`src/rtl/ptd_pkg.sv`:
```
// ---------------------------------------------------------------------------
// Periodic task dispatcher package
// Widths, reset intervals, command codes and controller types.
// ---------------------------------------------------------------------------
package ptd_pkg;

  localparam int NUM_SLOTS_DEF = 5;
  localparam int NUM_REGS      = 5;
  localparam int IVL_W         = 24;
  localparam int TIME_W        = 32;
  localparam int ID_W          = 3;
  localparam int CNT_W         = 8;
  localparam int CFG_IDX_W     = 3;

  // Input command codes.
  localparam logic CMD_TICK = 1'b0;
  localparam logic CMD_POLL = 1'b1;

  // Reset interval of a slot; slots without a register reset to zero.
  function automatic logic [IVL_W-1:0] ivl_reset_val(input int slot);
    logic [IVL_W-1:0] val;
    case (slot)
      0:       val = IVL_W'(2000);
      1:       val = IVL_W'(6000);
      2:       val = IVL_W'(11000);
      3:       val = IVL_W'(20000);
      4:       val = IVL_W'(50000);
      default: val = '0;
    endcase
    return val;
  endfunction

  typedef enum logic [1:0] {
    ST_IDLE,
    ST_SCAN,
    ST_EMIT
  } ptd_state_t;

  typedef struct packed {
    logic count_tick;
    logic load_poll;
    logic scan_en;
    logic emit_en;
  } ptd_cmd_t;

  typedef struct packed {
    logic scan_last;
    logic mask_empty;
  } ptd_status_t;

endpackage

```
`src/rtl/ptd_if.sv`:
```
// ---------------------------------------------------------------------------
// Periodic task dispatcher channels
// Valid/ready channels for input items and dispatch results.
// ---------------------------------------------------------------------------
interface ptd_in_if
  import ptd_pkg::*;
  ();
  logic              valid;
  logic              ready;
  logic              command;
  logic [TIME_W-1:0] time_now_us;

  modport source (output valid, output command, output time_now_us, input ready);
  modport sink   (input valid, input command, input time_now_us, output ready);
endinterface

interface ptd_out_if
  import ptd_pkg::*;
  ();
  logic              valid;
  logic              ready;
  logic [ID_W-1:0]   task_id;
  logic [TIME_W-1:0] elapsed_us;
  logic              last_result;

  modport source (output valid, output task_id, output elapsed_us, output last_result,
                  input ready);
  modport sink   (input valid, input task_id, input elapsed_us, input last_result,
                  output ready);
endinterface

```
`src/rtl/ptd_ctrl.sv`:
```
// ---------------------------------------------------------------------------
// Periodic task dispatcher controller
// Sequences accept, slot scan and result emission phases.
// ---------------------------------------------------------------------------
module ptd_ctrl
  import ptd_pkg::*;
(
  input  logic        clk,
  input  logic        rst_n,
  input  logic        in_valid,
  input  logic        in_command,
  output logic        in_ready,
  input  ptd_status_t sts,
  output ptd_cmd_t    cmd
);

  ptd_state_t state_r, state_nxt;

  always_ff @(posedge clk) begin
    if (!rst_n) begin
      state_r <= ST_IDLE;
    end else begin
      state_r <= state_nxt;
    end
  end

  always_comb begin
    state_nxt = state_r;
    in_ready  = 1'b0;
    cmd       = '0;
    case (state_r)
      ST_IDLE: begin
        in_ready = 1'b1;
        if (in_valid) begin
          if (in_command == CMD_POLL) begin
            cmd.load_poll = 1'b1;
            state_nxt     = ST_SCAN;
          end else begin
            cmd.count_tick = 1'b1;
          end
        end
      end
      ST_SCAN: begin
        cmd.scan_en = 1'b1;
        if (sts.scan_last) begin
          state_nxt = ST_EMIT;
        end
      end
      ST_EMIT: begin
        cmd.emit_en = 1'b1;
        if (sts.mask_empty) begin
          state_nxt = ST_IDLE;
        end
      end
      default: begin
        state_nxt = ST_IDLE;
      end
    endcase
  end

endmodule

```
`src/rtl/ptd_dp.sv`:
```
// ---------------------------------------------------------------------------
// Periodic task dispatcher datapath
// Interval registers, last-run times, due mask and result register.
// ---------------------------------------------------------------------------
module ptd_dp
  import ptd_pkg::*;
#(
  parameter int NUM_SLOTS = NUM_SLOTS_DEF
) (
  input  logic                 clk,
  input  logic                 rst_n,
  input  ptd_cmd_t             cmd,
  output ptd_status_t          sts,
  input  logic [TIME_W-1:0]    in_time_now_us,
  input  logic                 cfg_we,
  input  logic [CFG_IDX_W-1:0] cfg_index,
  input  logic [IVL_W-1:0]     cfg_wdata,
  input  logic                 out_ready,
  output logic                 out_valid,
  output logic [ID_W-1:0]      out_task_id,
  output logic [TIME_W-1:0]    out_elapsed_us,
  output logic                 out_last_result
);

  localparam int IDX_W  = $clog2(NUM_SLOTS + 1);
  localparam int SLOT_W = (NUM_SLOTS > 1) ? $clog2(NUM_SLOTS) : 1;

  logic [CNT_W-1:0]  pending_r;
  logic [TIME_W-1:0] now_r;
  logic [NUM_SLOTS:0] mask_r;
  logic [SLOT_W-1:0] scan_idx_r;
  logic [IDX_W-1:0]  emit_idx_r;
  logic [TIME_W-1:0] last_run_r [NUM_SLOTS];
  logic [IVL_W-1:0]  ivl_r [NUM_SLOTS];

  logic              out_valid_r;
  logic [ID_W-1:0]   task_id_r;
  logic [TIME_W-1:0] elapsed_r;
  logic              last_r;

  logic [SLOT_W-1:0]  emit_slot;
  logic [SLOT_W-1:0]  rd_slot;
  logic [TIME_W-1:0]  diff;
  logic               due;
  logic               cur_bit;
  logic [NUM_SLOTS:0] mask_rest;
  logic               out_free;
  logic               emit_fire;
  logic               emit_skip;

  always_comb begin
    emit_slot = SLOT_W'(emit_idx_r - IDX_W'(1));
    rd_slot   = cmd.emit_en ? emit_slot : scan_idx_r;
    diff      = now_r - last_run_r[rd_slot];
    due       = (diff >= TIME_W'(ivl_r[rd_slot]));
    cur_bit   = mask_r[emit_idx_r];
    mask_rest = mask_r;
    mask_rest[emit_idx_r] = 1'b0;
    out_free  = !out_valid_r || out_ready;
    emit_fire = cmd.emit_en && cur_bit && out_free;
    emit_skip = cmd.emit_en && !cur_bit && (mask_r != '0);
    sts.scan_last  = (scan_idx_r == SLOT_W'(NUM_SLOTS - 1));
    sts.mask_empty = (mask_r == '0);
  end

  // Control and architectural state.
  always_ff @(posedge clk) begin
    if (!rst_n) begin
      pending_r   <= '0;
      mask_r      <= '0;
      scan_idx_r  <= '0;
      emit_idx_r  <= '0;
      out_valid_r <= 1'b0;
      for (int i = 0; i < NUM_SLOTS; i++) begin
        last_run_r[i] <= '0;
        ivl_r[i]      <= ivl_reset_val(i);
      end
    end else begin
      if (cfg_we) begin
        for (int i = 0; i < NUM_SLOTS; i++) begin
          if (i < NUM_REGS && cfg_index == CFG_IDX_W'(i)) begin
            ivl_r[i] <= cfg_wdata;
          end
        end
      end
      if (cmd.count_tick) begin
        pending_r <= pending_r + CNT_W'(1);
      end
      if (cmd.load_poll) begin
        mask_r     <= {{NUM_SLOTS{1'b0}}, (pending_r != '0)};
        scan_idx_r <= '0;
        emit_idx_r <= '0;
        if (pending_r != '0) begin
          pending_r <= pending_r - CNT_W'(1);
        end
      end
      if (cmd.scan_en) begin
        mask_r[IDX_W'(scan_idx_r) + IDX_W'(1)] <= due;
        scan_idx_r <= scan_idx_r + SLOT_W'(1);
      end
      if (emit_fire) begin
        mask_r[emit_idx_r] <= 1'b0;
        emit_idx_r         <= emit_idx_r + IDX_W'(1);
        if (emit_idx_r != '0) begin
          last_run_r[emit_slot] <= now_r;
        end
      end else if (emit_skip) begin
        emit_idx_r <= emit_idx_r + IDX_W'(1);
      end
      if (emit_fire) begin
        out_valid_r <= 1'b1;
      end else if (out_ready) begin
        out_valid_r <= 1'b0;
      end
    end
  end

  // Payload registers.
  always_ff @(posedge clk) begin
    if (cmd.load_poll) begin
      now_r <= in_time_now_us;
    end
    if (emit_fire) begin
      task_id_r <= ID_W'(emit_idx_r);
      elapsed_r <= (emit_idx_r == '0) ? '0 : diff;
      last_r    <= (mask_rest == '0);
    end
  end

  assign out_valid       = out_valid_r;
  assign out_task_id     = task_id_r;
  assign out_elapsed_us  = elapsed_r;
  assign out_last_result = last_r;

endmodule

```
`src/rtl/periodic_task_dispatcher.sv`:
```
// ---------------------------------------------------------------------------
// Periodic task dispatcher
// Time-triggered scheduler for one fast task and a set of periodic slots.
// The input channel carries ticks (command 0) and polls (command 1, with the
// current microsecond time). A tick bumps the 8-bit pending fast-task count.
// A poll dispatches the fast task once if runs are pending, then every slot
// whose wrapping elapsed time has reached its interval, in slot order; each
// dispatch is one transaction on the result channel, and the last one of a
// poll carries last_result. After a poll is taken, the slots are checked one
// per cycle on one shared subtract and compare, then the result walk steps
// from the fast-task bit to the last due slot, one bit per cycle while the
// result stage is free, and returns to idle once the due mask is empty.
// A stalled receiver holds the registered result and the walk waits on it;
// the next input may be taken while the last result of a poll still waits.
// Reset (rst_n low, synchronous) clears the pending count and last-run times
// and restores the default intervals; write intervals only while idle.
// ---------------------------------------------------------------------------
module periodic_task_dispatcher
  import ptd_pkg::*;
#(
  parameter int NUM_SLOTS = NUM_SLOTS_DEF
) (
  input  logic                 clk,
  input  logic                 rst_n,
  ptd_in_if.sink               in_ch,
  ptd_out_if.source            out_ch,
  input  logic                 cfg_we,
  input  logic [CFG_IDX_W-1:0] cfg_index,
  input  logic [IVL_W-1:0]     cfg_wdata
);

  // Command and status bundles between the controller and the datapath.
  ptd_cmd_t    cmd;
  ptd_status_t sts;

  // The controller owns the input handshake and the phase sequencing.
  ptd_ctrl u_ctrl (
    .clk        (clk),
    .rst_n      (rst_n),
    .in_valid   (in_ch.valid),
    .in_command (in_ch.command),
    .in_ready   (in_ch.ready),
    .sts        (sts),
    .cmd        (cmd)
  );

  // The datapath holds the architectural state and the registered result stage, so the
  // result handshake is resolved there without controller involvement.
  ptd_dp #(
    .NUM_SLOTS (NUM_SLOTS)
  ) u_dp (
    .clk             (clk),
    .rst_n           (rst_n),
    .cmd             (cmd),
    .sts             (sts),
    .in_time_now_us  (in_ch.time_now_us),
    .cfg_we          (cfg_we),
    .cfg_index       (cfg_index),
    .cfg_wdata       (cfg_wdata),
    .out_ready       (out_ch.ready),
    .out_valid       (out_ch.valid),
    .out_task_id     (out_ch.task_id),
    .out_elapsed_us  (out_ch.elapsed_us),
    .out_last_result (out_ch.last_result)
  );

endmodule

```
`src/flat_wrapper.sv`:
```
// flat-port wrapper written by rule: the top's interface ports become plain ports
module periodic_task_dispatcher_flat import ptd_pkg::*;
#(
  parameter int NUM_SLOTS = NUM_SLOTS_DEF
)
  (clk, rst_n, cfg_we, cfg_index, cfg_wdata, in_ch_valid, in_ch_command, in_ch_time_now_us, in_ch_ready, out_ch_valid, out_ch_task_id, out_ch_elapsed_us, out_ch_last_result, out_ch_ready);
  ptd_in_if in_ch_i ();
  ptd_out_if out_ch_i ();
  input  logic clk;
  input  logic rst_n;
  input  logic cfg_we;
  input  logic [CFG_IDX_W-1:0] cfg_index;
  input  logic [IVL_W-1:0] cfg_wdata;
  input wire logic [$bits(in_ch_i.valid)-1:0] in_ch_valid;
  input wire logic [$bits(in_ch_i.command)-1:0] in_ch_command;
  input wire logic [$bits(in_ch_i.time_now_us)-1:0] in_ch_time_now_us;
  output wire logic [$bits(in_ch_i.ready)-1:0] in_ch_ready;
  output wire logic [$bits(out_ch_i.valid)-1:0] out_ch_valid;
  output wire logic [$bits(out_ch_i.task_id)-1:0] out_ch_task_id;
  output wire logic [$bits(out_ch_i.elapsed_us)-1:0] out_ch_elapsed_us;
  output wire logic [$bits(out_ch_i.last_result)-1:0] out_ch_last_result;
  input wire logic [$bits(out_ch_i.ready)-1:0] out_ch_ready;
  assign in_ch_i.valid = in_ch_valid;
  assign in_ch_i.command = in_ch_command;
  assign in_ch_i.time_now_us = in_ch_time_now_us;
  assign in_ch_ready = in_ch_i.ready;
  assign out_ch_valid = out_ch_i.valid;
  assign out_ch_task_id = out_ch_i.task_id;
  assign out_ch_elapsed_us = out_ch_i.elapsed_us;
  assign out_ch_last_result = out_ch_i.last_result;
  assign out_ch_i.ready = out_ch_ready;
  periodic_task_dispatcher #(.NUM_SLOTS(NUM_SLOTS)) u_core (.clk(clk), .rst_n(rst_n), .in_ch(in_ch_i), .out_ch(out_ch_i), .cfg_we(cfg_we), .cfg_index(cfg_index), .cfg_wdata(cfg_wdata));
endmodule
```
`config.mk`:
```
export PLATFORM = sky130hd
export DESIGN_NAME = periodic_task_dispatcher_flat
export DESIGN_NICKNAME = d
export VERILOG_FILES = /design/src/rtl/ptd_pkg.sv /design/src/rtl/ptd_if.sv /design/src/rtl/ptd_ctrl.sv /design/src/rtl/ptd_dp.sv /design/src/rtl/periodic_task_dispatcher.sv /design/src/flat_wrapper.sv
export SDC_FILE = /design/constraint.sdc
export NUM_CORES = 1
export LEC_CHECK = 0
export BUFFER_PORTS_ARGS = -buffer_cell sky130_fd_sc_hd__buf_4
export CORE_UTILIZATION = 50
export CTS_CLUSTER_DIAMETER = 30
export DETAILED_ROUTE_END_ITERATION = 16
export PLACE_DENSITY = 0.67
export SETUP_SLACK_MARGIN = 0.05
export SLEW_MARGIN = 20
export SYNTH_ARGS = -nofsm -noshare
export SYNTH_HDL_FRONTEND = slang
export SYNTH_SLANG_ARGS = --single-unit
```
`constraint.sdc`:
```
create_clock -name clk -period 13.7 [get_ports clk]
set_input_delay 0 -clock clk [delete_from_list [all_inputs] [get_ports clk]]
set_output_delay 0 -clock clk [all_outputs]
set_load 0.01 [all_outputs]
```
==> impl_metrics.yaml <==
power:
  p_per_area_nw_per_um2: 169
  static_leakage_nw: 10.5
  post-layout-total-power_mw: 4.65
  irDropWorstVdd_mv: 0.123
floorplanning:
  fp.dieArea_sq_um: 44500
  effective_utilization_at_floorplan: 0.507
  die_y_microns: 211
  placement_rows: 76
  core-area_sq_um: 43100
  die_w_microns: 211
  floorplan.io_pins: 103
setup_path:
  rr_startpoint: "u_core.u_dp.emit_idx_r[0]"
  cp-startpoint: "u_core.u_dp.emit_idx_r[0]"
  worst-setup-path-type: "reg -> reg"
  timing.reg2reg.worst_path_depth: 25
  crit_start_category: "flop"
  required_ns: 14.21
  timing.reg2reg.setup_slack_ns: 5.71
  worstPathArrival_ns: 8.49
  reg2reg_capture_point: "u_core.u_dp.mask_r[4]"
  critical_path.endpoint_type: "flop"
  critical_path.max_fanout: 68
sta:
  max_freq_mhz: 125
  layout_worst_path_cycle_share: 0.583
  timing.final.max_slew_violations: 0
  setup_repair_after_global_routing_missed_its_margin: "false"
  timing_worst_slew_pin_value_ns: 1.09
  timing.max_slew.rel_slack: 0.274
  totalNegativeSetupSlack_ns: 0
  setup_ws_ns: 5.71
  hold_violations: 0
  hold-worst-slack_ns: 0.0346
  final-setup-viol-count: 0
  final.setup_skew_ns: 0.0311
  fin_crit_period_ns: 7.99
logic_synthesis:
  synthDominantAreaCellType: "edfxtp_1"
  asyncSetResetFlopFracSynth: 0
  synth-seq-cells: 467
  synth.avg_cell_area_sq_um: 11.6
  syn_inst: 1886
  syn-num-nets: 2015
  synth_enable_flop_cells: 444
  cell_area_synth_sq_um: 21800
  ys.flop_type: "edfxtp_1"
  yosys.cell_count.top_type: "edfxtp_1"
  netlist_top_cells_area: "edfxtp_1 (61%), nand2_1 (7.0%), and2_1 (5.4%)"
  synth_warnings: 0
  yosysUniqueCellTypes: 63
  ys_seq_area_frac: 0.632
  yosysTopAreaCellShare: 0.611
  synth_common_cells: "edfxtp_1 (444), nand2_1 (405), and2_1 (189), clkbuf_1 (89), nand3_1 (82)"
drt:
  residual_antenna_violating_net_count_after_detailed_routing: 0
  vias: 15700
  drcViolationCount: 0
  postRouteWirelength_mm: 59.0
  routed_wirelength_normalized_by_instance_count_microns: 21.5
  dr.pass1.iters: 6
  detailedRoute.firstIterationViolations: 1475
  via_per_inst: 5.73
placed_design:
  io_buffer_count: 102
  finalWeightedCongestion: 0.948
  placedInstanceArea_sq_um: 23300
  placement.setup.worst_slack_ns: 5.91
  dpl.hpwl_mm: 34.7
grt:
  largest_net_degree_at_the_start_of_global_routing: 77
  grt_first_pass_wirelength_mm: 91.0
  grt_busiest_layer: "met2"
  gr-usage-met2: 0.432
  grt_util_met1: 0.367
  grt_pass1_vias: 15700
  groute.layer.met3.usage: 0.0508
  overflow_left_after_global_routing: 0
  antenna_violations_before_repair: 2
  grt.total_usage: 0.271
clock_network:
  cts_tree: "done"
  cts.htree.levels: 3
  tritoncts.num_buffers: 102
  number_of_buffers_on_the_longest_clock_path: 3
  clk_pin_slew_ns: 0.05
  post-cts-setup-buffer-count: 0
  hold_buffers: 64
  post_cts_resized: 0
  clock_tree.root_cell: "clkbuf_16"
  clk_latency_ns: 0.65
  clock-sinks: 467
min_path:
  hold_crit_start: "cfg_index[0]"
  hold_class: "in -> reg"
  whs_path_cells: 3
  hold_critical_path_endpoint: "u_core.u_dp.ivl_r[0][12]"
layout:
  postLayoutCellArea_sq_um: 27600
  area_added_between_synthesis_and_finish_pct: 26.4
  drive_gt1_frac: 0.154
  design.final.nets: 2202
  antenna-diode-count: 0
run:
  cap_viol_max_count: 0
outcome:
  run_status: "finished, final reports clean"
power by group:
group          switching, mW  internal [mW]
Combinational          0.254          0.158
Clock                  0.797           1.79
Sequential            0.0315           1.62
metrics by stage:
step / instances / util
after global placement: 2490 / 0.540
after CTS: 2747 / 0.640
after floorplan: 1886 / -
after detailed placement: 2490 / 0.540
after global routing: 2747 / 0.640
final: 2747 / 0.640
sequential cells by signal, indices dropped and copies added, names as in the netlist:
register,count
u_core.u_dp.out_task_id,3
u_core.u_dp.pending_r,8
u_core.u_dp.last_run_r,256
u_core.u_dp.ivl_r,120
u_core.u_dp.out_elapsed_us,32
u_core.u_dp.out_last_result,1
u_core.u_dp.out_valid,1
u_core.u_ctrl.state_r,2
u_core.u_dp.emit_idx_r,3
u_core.u_dp.scan_idx_r,3
u_core.u_dp.mask_r,6
u_core.u_dp.now_r,32
critical path: stages (launching register included):
cell	delay, ns
dfxtp_1	0.66
inv_1	0.24
ha_1	0.63
nor2_1	0.14
a21oi_4	0.14
buf_4	0.60
buf_4	0.65
nand2_1	0.14
nand3_1	0.11
a31oi_1	0.14
ha_1	0.45
o211ai_1	0.11
a21oi_1	0.24
o21ai_0	0.30
o31ai_4	0.41
xor2_1	0.26
ha_1	0.30
a21oi_1	0.14
o21ai_0	0.12
a2111oi_0	0.45
o21ai_0	0.20
a221oi_1	0.34
o2111a_1	0.25
nand4_2	0.26
nor4_1	0.36
a211oi_1	0.09
layer usage:
metal  up-vias  wire, microns
li1       7267              -
met4         0           1610
met5         -              0
met2       662          28100
met3       104           4380
met1      7700          24900
worst max-delay path by stage:
stage | cells past startpoint | endpoint | slack [ns]
after CTS | 25 | u_core.u_dp.mask_r[5] | 5.85
after global placement | 27 | u_core.u_dp.mask_r[1] | 6.25
final | 25 | u_core.u_dp.mask_r[4] | 5.71
after detailed placement | 25 | u_core.u_dp.mask_r[5] | 5.91
after floorplan | 30 | u_core.u_dp.mask_r[1] | 7.72
after global routing | 25 | u_core.u_dp.mask_r[4] | 5.18
cells by family after synthesis:
logic type               count (synthesis)  share of synthesized area
AND/OR/NAND/NOR                        908                      0.203
AO/OA/AOI/OAI                          278                     0.0847
flip-flops                             467                      0.632
XOR/XNOR                                36                     0.0144
multiplexers                            12                    0.00665
buffers and inverters                  121                     0.0216
adder cells (fa/ha/maj)                 64                     0.0370
placed cells by master, fill, tap and decap left out, drive strengths merged, types with 4 or more instances in the layout:
| cell type | instances |
|---|---|
| edfxtp | 444 |
| clkbuf | 119 |
| and3 | 59 |
| o211ai | 6 |
| dlygate4sd3 | 64 |
| o21a | 8 |
| nand2 | 405 |
| o31ai | 6 |
| bufinv | 22 |
| xnor2 | 18 |
| dfxtp | 23 |
| a21oi | 74 |
| o21ai | 49 |
| clkinvlp | 10 |
| nand3 | 82 |
| mux2i | 11 |
| a211oi | 5 |
| clkinv | 36 |
| a311oi | 54 |
| and2 | 189 |
| nand2b | 29 |
| ha | 63 |
| nor3 | 18 |
| inv | 21 |
| a31oi | 36 |
| nor2b | 34 |
| nand4 | 13 |
| a21o | 13 |
| nor2 | 53 |
| buf | 125 |
| and4 | 4 |
| a21boi | 5 |
| xor2 | 18 |
| nor4 | 11 |
area by class of cell:
cell class              instances  area (sq um)
fillers                      3219         15500
well taps                     585           732
clock buffers                 119          2630
multi-input cells            1298          7760
inverters                      15          56.3
clock inverters                74          1040
repair buffers                189          1580
flip-flops and latches        467         13800
Note: power is estimated with default switching activity, not from simulation.
